[config.mk]
export PLATFORM = sky130hd
export DESIGN_NAME = serial_dac_frame_writer_top
export DESIGN_NICKNAME = d
export VERILOG_FILES = /design/src/design/sdfw_pkg.sv /design/src/design/sdfw_core.sv /design/src/design/sdfw_out_reg.sv /design/src/design/serial_dac_frame_writer_top.sv
export SDC_FILE = /design/constraint.sdc
export NUM_CORES = 1
export LEC_CHECK = 0
export ABC_CLOCK_PERIOD_IN_PS = 2500
export BUFFER_PORTS_ARGS = -buffer_cell sky130_fd_sc_hd__buf_2
export CAP_MARGIN = 30
export CORE_MARGIN = 1
export CORE_UTILIZATION = 50
export DETAILED_ROUTE_END_ITERATION = 6
export PLACE_DENSITY = 0.71
export SLEW_MARGIN = 5
export SYNTH_ARGS = -nofsm -noshare
export SYNTH_HDL_FRONTEND = slang
export SYNTH_HIERARCHICAL = 1
export SYNTH_SLANG_ARGS = --single-unit
[constraint.sdc]
create_clock -name clk -period 2.5 [get_ports clk]
set_clock_uncertainty 0.15 [all_clocks]
set_input_delay 0.375 -clock clk [delete_from_list [all_inputs] [get_ports clk]]
set_output_delay 0.375 -clock clk [all_outputs]
set_load 0.01 [all_outputs]
[src/design/sdfw_pkg.sv]
`timescale 1ns / 1ps
`default_nettype none

package sdfw_pkg;

  localparam int EXT_FRAME_BITS = 24;
  localparam int INT_FRAME_BITS = 8;

  // Frame shift register covers the longer of the two frames
  localparam int SHIFT_W = (EXT_FRAME_BITS > INT_FRAME_BITS) ? EXT_FRAME_BITS : INT_FRAME_BITS;
  localparam int BIDX_W  = $clog2(SHIFT_W + 1);
  localparam int IDX_W   = $clog2(SHIFT_W);

  localparam int          DATA_W       = 16;
  localparam int          EXT_SHIFT    = 6;
  localparam logic [31:0] EXT_WORD_MSK = 32'h003F_FFC0;

  localparam logic FUNC_EXT = 1'b0;
  localparam logic FUNC_INT = 1'b1;

  typedef enum logic [1:0] {
    ST_NONE   = 2'd0,
    ST_ACCEPT = 2'd1,
    ST_OFF    = 2'd2,
    ST_BUSY   = 2'd3
  } status_t;

  typedef struct packed {
    status_t start_status;
    logic    busy_res;
    logic    cs_aux;
    logic    cs_ext;
    logic    cs_int;
    logic    mosi;
    logic    sck;
    logic    done_res;
  } result_t;

endpackage

`default_nettype wire

[src/design/sdfw_core.sv]
`timescale 1ns / 1ps
`default_nettype none

module sdfw_core
  import sdfw_pkg::*;
(
  input  wire logic              clk,
  input  wire logic              rst_n,
  input  wire logic              step,
  input  wire logic              power_on,
  input  wire logic              start_req,
  input  wire logic              func,
  input  wire logic [DATA_W-1:0] data,
  output result_t                res
);

  typedef enum logic [1:0] {
    PH_LEAD  = 2'd0,
    PH_DATA  = 2'd1,
    PH_TRAIL = 2'd2
  } phase_t;

  logic               active_r,   active_nxt;
  logic               mode_r,     mode_nxt;
  phase_t             phase_r,    phase_nxt;
  logic [BIDX_W-1:0]  bit_idx_r,  bit_idx_nxt;
  logic [SHIFT_W-1:0] shift_r,    shift_nxt;
  logic               sck_r,      sck_nxt;
  logic               mosi_r,     mosi_nxt;
  logic               cs_int_r,   cs_int_nxt;
  logic               cs_ext_r,   cs_ext_nxt;

  logic [BIDX_W-1:0]  nbits;
  logic [BIDX_W-1:0]  bit_pos;
  logic [SHIFT_W-1:0] ext_word;
  logic [SHIFT_W-1:0] int_word;
  status_t            status;
  logic               done;

  assign nbits    = mode_r ? BIDX_W'(INT_FRAME_BITS) : BIDX_W'(EXT_FRAME_BITS);
  assign bit_pos  = nbits - BIDX_W'(1) - bit_idx_r;
  assign ext_word = SHIFT_W'(({16'b0, data} << EXT_SHIFT) & EXT_WORD_MSK);
  assign int_word = SHIFT_W'(data[7:0]);

  always_comb begin
    active_nxt  = active_r;
    mode_nxt    = mode_r;
    phase_nxt   = phase_r;
    bit_idx_nxt = bit_idx_r;
    shift_nxt   = shift_r;
    sck_nxt     = sck_r;
    mosi_nxt    = mosi_r;
    cs_int_nxt  = cs_int_r;
    cs_ext_nxt  = cs_ext_r;
    status      = ST_NONE;
    done        = 1'b0;

    if (active_r) begin
      if (bit_idx_r >= nbits) begin
        // closing tick: deselect all and park the bus
        sck_nxt     = 1'b0;
        mosi_nxt    = 1'b0;
        cs_int_nxt  = 1'b1;
        cs_ext_nxt  = 1'b1;
        active_nxt  = 1'b0;
        phase_nxt   = PH_LEAD;
        bit_idx_nxt = '0;
        done        = 1'b1;
      end else begin
        case (phase_r)
          PH_DATA: begin
            mosi_nxt  = shift_r[bit_pos[IDX_W-1:0]];
            phase_nxt = PH_TRAIL;
          end
          PH_TRAIL: begin
            sck_nxt     = mode_r;
            phase_nxt   = PH_LEAD;
            bit_idx_nxt = bit_idx_r + BIDX_W'(1);
          end
          default: begin
            sck_nxt   = ~mode_r;
            phase_nxt = PH_DATA;
          end
        endcase
      end
      if (start_req) begin
        status = power_on ? ST_BUSY : ST_OFF;
      end
    end else if (start_req) begin
      if (!power_on) begin
        status = ST_OFF;
      end else begin
        status      = ST_ACCEPT;
        active_nxt  = 1'b1;
        mode_nxt    = func;
        phase_nxt   = PH_LEAD;
        bit_idx_nxt = '0;
        shift_nxt   = (func == FUNC_INT) ? int_word : ext_word;
        sck_nxt     = 1'b0;
        mosi_nxt    = 1'b0;
        cs_int_nxt  = (func == FUNC_INT) ? 1'b0 : 1'b1;
        cs_ext_nxt  = (func == FUNC_INT) ? 1'b1 : 1'b0;
      end
    end

    res.sck          = sck_nxt;
    res.mosi         = mosi_nxt;
    res.cs_int       = cs_int_nxt;
    res.cs_ext       = cs_ext_nxt;
    res.cs_aux       = 1'b1;
    res.busy_res     = active_nxt;
    res.start_status = status;
    res.done_res     = done;
  end

  always_ff @(posedge clk) begin
    if (!rst_n) begin
      active_r  <= 1'b0;
      mode_r    <= 1'b0;
      phase_r   <= PH_LEAD;
      bit_idx_r <= '0;
      shift_r   <= '0;
      sck_r     <= 1'b0;
      mosi_r    <= 1'b0;
      cs_int_r  <= 1'b1;
      cs_ext_r  <= 1'b1;
    end else if (step) begin
      active_r  <= active_nxt;
      mode_r    <= mode_nxt;
      phase_r   <= phase_nxt;
      bit_idx_r <= bit_idx_nxt;
      shift_r   <= shift_nxt;
      sck_r     <= sck_nxt;
      mosi_r    <= mosi_nxt;
      cs_int_r  <= cs_int_nxt;
      cs_ext_r  <= cs_ext_nxt;
    end
  end

endmodule

`default_nettype wire

[src/design/sdfw_out_reg.sv]
`timescale 1ns / 1ps
`default_nettype none

module sdfw_out_reg
  import sdfw_pkg::*;
(
  input  wire logic    clk,
  input  wire logic    rst_n,
  input  wire logic    load,
  input  wire result_t res,
  input  wire logic    out_tready,
  output logic         out_tvalid,
  output logic [7:0]   out_tdata,
  output logic         out_tlast,
  output logic         free
);

  logic    valid_r;
  result_t res_r;

  // take a new result when empty or when the held one leaves this cycle
  assign free = !valid_r || out_tready;

  always_ff @(posedge clk) begin
    if (!rst_n) begin
      valid_r <= 1'b0;
    end else if (free) begin
      valid_r <= load;
    end
  end

  always_ff @(posedge clk) begin
    if (free && load) begin
      res_r <= res;
    end
  end

  assign out_tvalid = valid_r;
  assign out_tlast  = res_r.done_res;
  assign out_tdata  = {res_r.start_status, res_r.busy_res, res_r.cs_aux,
                       res_r.cs_ext, res_r.cs_int, res_r.mosi, res_r.sck};

endmodule

`default_nettype wire

[src/design/serial_dac_frame_writer_top.sv]
// Write-only serial master that drives SCK, MOSI and two active-low converter
// selects, one input request per waveform tick.
// Input channel: in_tuser carries start_req and func, in_tdata the 16-bit value.
// Each accepted request advances the frame sequencer by one tick and yields
// exactly one result: the pin levels for that tick plus start status, busy and
// a done flag (out_tlast) on the closing tick that deselects everything.
// Frame length: one setup tick, three ticks per bit, one closing tick
// (74 ticks for the external 24-bit frame, 26 for the internal 8-bit frame).
// The result is registered and valid in the cycle after input accept; throughput is
// one request per cycle while out_tready is high, set by the single output register.
// When the receiver stalls, the result is held and the input is stalled
// behind it; no tick is dropped or repeated.
// Reset (synchronous, active low) parks the bus: SCK and MOSI low, selects
// high, no frame running, detector power off.
// cfg_wr_en writes the detector power bit; starts are refused while it is low.
`timescale 1ns / 1ps
`default_nettype none

module serial_dac_frame_writer_top
  import sdfw_pkg::*;
(
  input  wire logic        clk,
  input  wire logic        rst_n,
  input  wire logic        cfg_wr_en,
  input  wire logic        cfg_wr_data,
  input  wire logic        in_tvalid,
  output logic             in_tready,
  input  wire logic [15:0] in_tdata,   // [15:0] data
  input  wire logic [1:0]  in_tuser,   // [0] start_req, [1] func
  output logic             out_tvalid,
  input  wire logic        out_tready,
  output logic [7:0]       out_tdata,  // [0] sck, [1] mosi, [2] cs_int, [3] cs_ext,
                                       // [4] cs_aux, [5] busy_res, [7:6] start_status
  output logic             out_tlast   // done_res
);

  logic    power_on_r;
  logic    free;
  logic    step;
  result_t res;

  always_ff @(posedge clk) begin
    if (!rst_n) begin
      power_on_r <= 1'b0;
    end else if (cfg_wr_en) begin
      power_on_r <= cfg_wr_data;
    end
  end

  assign in_tready = free;
  assign step      = in_tvalid && free;

  sdfw_core u_core (
    .clk       (clk),
    .rst_n     (rst_n),
    .step      (step),
    .power_on  (power_on_r),
    .start_req (in_tuser[0]),
    .func      (in_tuser[1]),
    .data      (in_tdata),
    .res       (res)
  );

  sdfw_out_reg u_out (
    .clk        (clk),
    .rst_n      (rst_n),
    .load       (step),
    .res        (res),
    .out_tready (out_tready),
    .out_tvalid (out_tvalid),
    .out_tdata  (out_tdata),
    .out_tlast  (out_tlast),
    .free       (free)
  );

endmodule

`default_nettype wire

==> results.yml, run 1 <==
setup_path:
  r2r-end: "u_core/bit_idx_r[1]"
  r2r_cells: 4
  cp.required_ns: 2.56
  critPathKind: "flip-flop to flip-flop"
  path_max_fanout: 12
  worst_setup_path_start_kind: "flip-flop"
  cp.arrival_ns: 2.27
  timing.rr.start: "u_core/bit_idx_r[3]"
  end_kind: "flip-flop"
  rrSetupSlack_ns: 0.29
layout:
  stdcell_count: 314
  drive_above_1_share_pct: 21.0
  area.growth.synth_to_final_pct: 7.69
  nNetsFinal: 291
  insertedDiodeCount: 0
sta:
  slew_headroom_pct: 57.3
  fmax_ghz: 0.453
  min_period_over_period_pct: 88.4
  finalCriticalPeriod_ns: 2.21
  slew_violations: 0
  holdWs_ns: 0.190
  finalHoldViolCount: 0
  worstMarginPinSlew_ns: 0.635
  setup_tns_ns: 0
  rsz0062_at_grt: "no"
  setup_violations: 0
outcome:
  status: "completed"
min_path:
  hp-start: "cfg_wr_data"
  hold_path_class: "primary input to flip-flop"
  min_to: "power_on_r"
  whs_path_depth: 3
clocking:
  ctsLongestPathBuffers: 2
  clock_sinks: 46
  numCtsBuffers: 5
  cts_post_setup_buffers_inserted: 0
  ctsHtreeMaxLevel: 2
  cts_root_buf: "clkbuf_8"
  cts_hold_buf: 0
  cts_tree: "done"
  clk_pin_slew_worst_paths_ns: 0.08
  worstSkewPairLatency_ns: 0.29
  cts_resized: 0
grt:
  grt.total_usage_pct: 19.5
  grt_pass1_wl_um: 7690
  globalRoute.totalOverflow: 0
  antenna_found_initial: 0
  grt_pass1_vias: 1606
  grt_max_degree: 34
logic_synthesis:
  syn_area_per_cell_um2: 9.97
  yosys_warnings: 6
  synthAdderAreaFrac_pct: 3.45
  synth-compound-area-share_pct: 17.7
  syn_nets: 270
  ys_seq_elements: 46
  synth_mux_area_share_pct: 6.59
  yosys.area.top_type: "dfxtp_1"
  synth-simple-area-share_pct: 21.7
  synth_top_flop_cell: "dfxtp_1"
  synth_common_cells: "37 x dfxtp_1, 27 x nand2_1, 22 x a21boi_0"
  synth_top_family_by_area: "simple AND/OR/NAND/NOR gates"
  syn_inst: 240
  yosysMostFrequentCell: "dfxtp_1"
  yosysSeqAreaShare_pct: 42.3
  synth.area.top_cells: "dfxtp_1 31%, edfxtp_1 11%, a21boi_0 6.9%, nand3b_1 4.7%, nand2_1 4.2%"
  yosysUniqueCellTypes: 55
  synth_xor_area_share_pct: 0.366
  synth_top_area_share_pct: 31.0
  async_flop_share_pct: 0
  synth_area_um2: 2390
  synth_edf_count: 9
die:
  start_util_pct: 53.5
  fp.dieH_um: 71.2
  coreArea_um2: 4470
  io_pins: 35
  dieArea_um2: 5070
  rows: 24
  die_x_um: 71.2
drt:
  drc: 0
  vias: 1782
  avgRoutedWirePerCell_um: 14.8
  drtIter0Drc: 119
  routed_wl_um: 4650
  viasPerCell: 5.68
  drt_first_pass_iters: 6
  ant_nets: 0
placed_design:
  hpwl_um: 3250
  port_buffers: 34
  dp.cells: 306
  gp_congestion: 0.820
pwr:
  ir_drop_uv: 319
  finalPower_mw: 1.35
  leakage_nw: 0.943
  power_density_nw_per_um2: 523
job:
  max_cap_viol_count: 0
where the power goes:
part           total (mW)  leakage [nW]  switching [mW]  internal (mW)
clock network       0.434        0.0395           0.235          0.199
logic               0.125         0.517          0.0691         0.0559
registers           0.787         0.386         0.00975          0.777
total                1.35         0.943           0.314           1.03
logic make-up (layout without fill, tap and decap cells):
group,Yosys count,in the layout
simple gates,89,89
flops,46,46
xor+xnor,1,1
compound gates,56,56
other cells,1,1
buf+inv,31,53
fa+ha+maj,6,6
mux,10,10
cells in the final DEF, fill, tap and decap left out, drive strengths merged, types with 3 or more instances in the layout:
| cell type | count |
|---|---|
| nand3 | 11 |
| ha | 5 |
| o31ai | 4 |
| nand2 | 28 |
| nand2b | 4 |
| clkbuf | 8 |
| and2 | 5 |
| nor2 | 9 |
| buf | 38 |
| inv | 7 |
| mux4 | 4 |
| a21boi | 24 |
| nand3b | 15 |
| or4 | 3 |
| mux2i | 6 |
| edfxtp | 9 |
| dfxtp | 37 |
| o21ai | 6 |
| a21oi | 8 |
| o311ai | 3 |
| nor4 | 3 |
layer usage:
layer | track usage, % | share of wire [%] | routed length, um
met1 | 26.7 | 48 | 2230
met2 | 30.9 | 48 | 2240
met3 | 4.99 | 3.4 | 158
met4 | 5.11 | 0.56 | 26
met5 | 0 | 0 | 0
how the worst max path moves through the flow:
stage	from	to	slack (ns)	depth (start not counted)
3_5_place_dp	u_core/bit_idx_r[0]	u_out/out_tdata[1]	0.39	5
4_1_cts	u_core/bit_idx_r[3]	u_core/bit_idx_r[1]	0.34	4
3_3_place_gp	u_core/bit_idx_r[0]	u_out/out_tdata[1]	0.38	5
5_1_grt	u_core/bit_idx_r[1]	u_core/bit_idx_r[1]	0.13	6
2_1_floorplan	u_core/bit_idx_r[0]	u_out/out_tdata[1]	0.52	6
6_report	u_core/bit_idx_r[3]	u_core/bit_idx_r[1]	0.29	4
state kept, by name, indices dropped and copies added (netlist names), 2 cells and up:
signal and count:
u_core/bit_idx_r 5, u_core/shift_r 22, u_out/out_tdata 8, u_core/phase_r 2
worst max-delay path, cell delays in order, from the launching register on:
cell	delay, ns
dfxtp_1	0.44
fa_1	0.52
nor4_2	0.61
o21ai_0	0.18
a21boi_0	0.22
area by class of cell:
type | instances | area, um^2
fillers | 413 | 1900
repair buffers | 38 | 200
clock buffers | 8 | 80.1
inverters | 7 | 26.3
flip-flops and latches | 46 | 1010
well taps | 52 | 65.1
multi-input cells | 163 | 1190
stage by stage:
step                      util [%]  setup slack, ns  area [um^2]
final                         57.6            0.290         2580
after global routing          57.6            0.131         2580
after CTS                     57.6            0.341         2580
after detailed placement      55.8            0.389         2500
after global placement        55.8            0.382         2500
after floorplan                  -            0.518         2390
No activity file was read; power rests on OpenSTA's default activity.
==> run 2, diff against run 1 <==
--- a/config.mk
+++ b/config.mk
@@ -10,8 +10,10 @@
 export CAP_MARGIN = 30
 export CORE_MARGIN = 1
 export CORE_UTILIZATION = 50
+export CTS_BUF_LIST = sky130_fd_sc_hd__clkbuf_4 sky130_fd_sc_hd__clkbuf_8 sky130_fd_sc_hd__clkbuf_16
 export DETAILED_ROUTE_END_ITERATION = 6
 export PLACE_DENSITY = 0.71
+export RECOVER_POWER = 50
 export SLEW_MARGIN = 5
 export SYNTH_ARGS = -nofsm -noshare
 export SYNTH_HDL_FRONTEND = slang
==> run 2 against run 1 <==
- sequential power hardly changed
- critical endpoint is now u_out/out_tdata[1]
- clock power is 6.9% higher
- die area stayed put
- highest routed layer unchanged
- wire length hardly changed
- setup slack worse by 0.029 ns
- first-iteration DRC count is 10% lower
- largest power group unchanged
- final cell count stayed put
- clock-buffer cell count stayed put
==> results.yml, run 2 (synthesis gave the netlist of run 1 again) <==
die:
  start_util_pct: 53.5
  io_pins: 35
  die_x_um: 71.2
  coreArea_um2: 4470
  fp.dieH_um: 71.2
  dieArea_um2: 5070
  rows: 24
drt:
  drtIter0Drc: 107
  routed_wl_um: 4650
  viasPerCell: 5.63
  ant_nets: 0
  drt_first_pass_iters: 6
  vias: 1769
  avgRoutedWirePerCell_um: 14.8
  drc: 0
grt:
  antenna_found_initial: 0
  grt.total_usage_pct: 19.5
  grt_max_degree: 34
  grt_pass1_wl_um: 7680
  globalRoute.totalOverflow: 0
  grt_pass1_vias: 1579
sta:
  rsz0062_at_grt: "no"
  finalCriticalPeriod_ns: 2.24
  slew_violations: 0
  slew_headroom_pct: 17.3
  worstMarginPinSlew_ns: 1.24
  finalHoldViolCount: 0
  setup_violations: 0
  min_period_over_period_pct: 89.5
  fmax_ghz: 0.447
  setup_tns_ns: 0
  holdWs_ns: 0.193
placed_design:
  gp_congestion: 0.820
  hpwl_um: 3250
  port_buffers: 34
  dp.cells: 306
setup_path:
  cp.arrival_ns: 2.02
  timing.rr.start: "u_out/out_tvalid"
  critPathKind: "flip-flop to flip-flop"
  cp.required_ns: 2.28
  path_max_fanout: 9
  end_kind: "flip-flop"
  worst_setup_path_start_kind: "flip-flop"
  rrSetupSlack_ns: 0.26
  startpoint: "u_out/out_tvalid"
min_path:
  hold_path_class: "primary input to flip-flop"
  hp-start: "cfg_wr_data"
pwr:
  ir_drop_uv: 314
  leakage_nw: 0.904
  power_density_nw_per_um2: 536
clocking:
  cts_root_buf: "clkbuf_8"
  clk_pin_slew_worst_paths_ns: 0.08
  ctsHtreeMaxLevel: 2
  cts_hold_buf: 0
  ctsLongestPathBuffers: 2
  cts_resized: 0
  cts_post_setup_buffers_inserted: 0
  worstSkewPairLatency_ns: 0.29
  clock_sinks: 46
  cts_tree: "done"
  numCtsBuffers: 5
job:
  max_cap_viol_count: 0
outcome:
  status: "completed"
layout:
  nNetsFinal: 291
  area.growth.synth_to_final_pct: 6.80
  largest_register_ffs: 22
  final_common_cell: "dfxtp_1"
  insertedDiodeCount: 0
  final_cell_mix: "37 x dfxtp_1, 27 x nand2_1, 24 x a21boi_0"
  top_register: "u_core/shift_r"
  drive_above_1_share_pct: 16.4
  stdcell_count: 314
==> run 2: cell types whose count changed in the layout (fill, tap and decap cells not counted), sizes merged <==
cell | before | now
clkbuf | 8 | 22
buf | 38 | 24
==> run 2: area by class of cell <==
type	count	area [um^2]
Sequential cell	46	1010
Fill cell	414	1920
Clock buffer	8	91.3
Inverter	7	26.3
Timing Repair Buffer	38	179
Multi-Input combinational cell	163	1180
Tap cell	52	65.1
==> run 2: worst paths after layout <==
check,to,cells past startpoint
setup reg to reg,u_out/out_tdata[1],4
setup / recovery,u_out/out_tdata[1],4
hold reg to reg,u_core/shift_r[4],2
hold / removal,power_on_r,3
==> run 2: power breakdown <==
| part | internal, mW | total, mW | switching [mW] |
|---|---|---|---|
| clock network | 0.232 | 0.464 | 0.232 |
| registers | 0.777 | 0.787 | 0.00978 |
| logic | 0.0495 | 0.118 | 0.0689 |
==> run 2: worst max-delay path, cell delays in order (launching register included) <==
cell      delay [ns]
dfxtp_1         0.32
nand2b_2        0.08
and2_0          0.41
clkbuf_1        0.33
and2_0          0.58
==> run 2: metal layers <==
layer | vias to the layer above | wire (um) | global-route usage [%]
met1 | 836 | 2220 | 27.9
met5 | - | 0 | 0
li1 | 896 | - | -
met4 | 0 | 26 | 4.89
met3 | 2 | 176 | 4.84
met2 | 35 | 2230 | 29.6
==> run 2: per-stage QoR <==
stage,area [um^2],setup WS [ns],utilization [%],total power [mW]
finish,2550,0.261,57.1,1.37
global placement,2500,0.382,55.8,0.928
global route,2550,0.0925,57.1,1.43
detailed placement,2500,0.389,55.8,0.930
CTS,2590,0.360,57.8,1.39
floorplan,2390,0.518,-,0.893
==> run 3, diff against run 2 <==
--- a/config.mk
+++ b/config.mk
@@ -9,10 +9,10 @@
 export BUFFER_PORTS_ARGS = -buffer_cell sky130_fd_sc_hd__buf_2
 export CAP_MARGIN = 30
 export CORE_MARGIN = 1
-export CORE_UTILIZATION = 50
+export CORE_UTILIZATION = 55
 export CTS_BUF_LIST = sky130_fd_sc_hd__clkbuf_4 sky130_fd_sc_hd__clkbuf_8 sky130_fd_sc_hd__clkbuf_16
 export DETAILED_ROUTE_END_ITERATION = 6
-export PLACE_DENSITY = 0.71
+export PLACE_DENSITY = 0.77
 export RECOVER_POWER = 50
 export SLEW_MARGIN = 5
 export SYNTH_ARGS = -nofsm -noshare
==> run 3 against run 2 <==
- setup slack better by 0.12 ns
- total power down 0.28%
- sequential cell count unchanged
- non-clock buffer count unchanged
- sequential share of layout area about the same
- worst hold slack better by 0.0034 ns
- first-iteration DRC count up 100%
- die area down 8.8%
- largest cell class unchanged
- largest power group unchanged
==> results.yml, run 3 (synthesis gave the netlist of run 1 again) <==
pwr:
  pwr-share-clk_pct: 33.6
  p_int_mw: 1.05
  power_density_nw_per_um2: 535
  ir_drop_uv: 352
  pwr-share-comb_pct: 8.8
  p_seq_share_pct: 57.7
  finalPower_mw: 1.37
  p_sw_mw: 0.320
  leakage_nw: 0.906
  p_sw_share_pct: 23.4
clocking:
  ctsHtreeMaxLevel: 2
  cts_tree: "done"
  clock_sinks: 46
  cts_resized: 0
  numCtsBuffers: 5
  clk_pin_slew_worst_paths_ns: 0.08
  worstSkewPairLatency_ns: 0.29
  cts_post_setup_buffers_inserted: 0
  cts_hold_buf: 0
  ctsLongestPathBuffers: 2
  cts_root_buf: "clkbuf_8"
drt:
  vias: 1816
  routed_wl_um: 4630
  drt_first_pass_iters: 4
  ant_nets: 0
  avgRoutedWirePerCell_um: 14.8
  drc: 0
  drtIter0Drc: 218
  viasPerCell: 5.82
setup_path:
  rrSetupSlack_ns: 0.38
  critPathKind: "flip-flop to flip-flop"
  path_max_fanout: 7
  r2r_cells: 5
  cp.required_ns: 2.39
  end_kind: "flip-flop"
  cp.arrival_ns: 2.00
  worst_setup_path_start_kind: "flip-flop"
layout:
  top_register: "u_core/shift_r"
  final_cell_mix: "37 x dfxtp_1, 27 x nand2_1, 23 x a21boi_0"
  largest_register_ffs: 22
  nNetsFinal: 291
  drive_above_1_share_pct: 15.6
  insertedDiodeCount: 0
  post-route-util_pct: 62.5
  fin_area_um2: 2550
  area.growth.synth_to_final_pct: 6.75
  final_common_cell: "dfxtp_1"
  fillers: 367
sta:
  setup_tns_ns: 0
  worstMarginPinSlew_ns: 1.22
  rsz0062_at_grt: "no"
  setup_violations: 0
  finalCriticalPeriod_ns: 2.12
  finalHoldViolCount: 0
  holdWs_ns: 0.196
  slew_headroom_pct: 18.5
  slew_violations: 0
  min_period_over_period_pct: 84.6
  fmax_ghz: 0.473
die:
  rows: 23
  coreArea_um2: 4090
  fp.dieH_um: 68.0
  io_pins: 35
  die_x_um: 68.0
  start_util_pct: 58.5
  dieArea_um2: 4620
grt:
  grt_pass1_wl_um: 7900
  grt_max_degree: 34
  grt_pass1_vias: 1624
  grt.total_usage_pct: 23.2
  globalRoute.totalOverflow: 0
  antenna_found_initial: 0
placed_design:
  placed_cell_area_um2: 2490
  hpwl_um: 3180
  gp_congestion: 0.811
  port_buffers: 34
outcome:
  status: "completed"
min_path:
  whs_path_depth: 3
  hold_path_class: "primary input to flip-flop"
job:
  max_cap_viol_count: 0
==> run 3: path summary, 6_finish.rpt <==
path,from,to
worst max register to register,u_core/bit_idx_r[0],u_out/out_tdata[1]
worst min register to register,u_core/shift_r[2],u_core/shift_r[2]
worst min-delay path,cfg_wr_data,power_on_r
worst max-delay path,u_core/bit_idx_r[0],u_out/out_tdata[1]
==> run 3: critical path: stages (launching register included) <==
cell	delay, ns
dfxtp_1	0.44
buf_4	0.22
mux4_2	0.50
a32o_1	0.28
nor3_2	0.16
o21ai_1	0.12
==> run 3: layout make-up <==
cell class	instances	area, um^2	area share, %
clock buffer	6	82.6	3.23
clock inverter	2	7.51	0.294
inverter	7	26.3	1.03
multi-input combinational	163	1180	46.3
sequential	46	1010	39.6
tap	50	62.6	2.45
timing repair buffer	38	183	7.15
==> run 3: metrics by stage <==
step	cells	setup WS [ns]
after floorplan	240	0.518
after global placement	304	0.400
after detailed placement	304	0.391
after CTS	312	0.364
after global routing	312	0.146
final	312	0.385
==> run 3: power by group through the flow <==
stage	Clock, mW	Sequential [mW]	Combinational [mW]
after floorplan	0	0.809	0.0838
after global placement	0	0.803	0.123
after detailed placement	0	0.805	0.125
after CTS	0.464	0.788	0.126
after global routing	0.500	0.791	0.134
final	0.458	0.788	0.120
==> run 3: layer usage <==
metal	wire length (um)	GRT usage [%]	vias to the layer above	part of all wire [%]
met5	0	0	-	0
met4	50	7.29	0	1.1
met3	186	6.50	4	4.0
met2	2190	34.2	48	47
met1	2200	32.6	872	48
li1	-	-	892	-
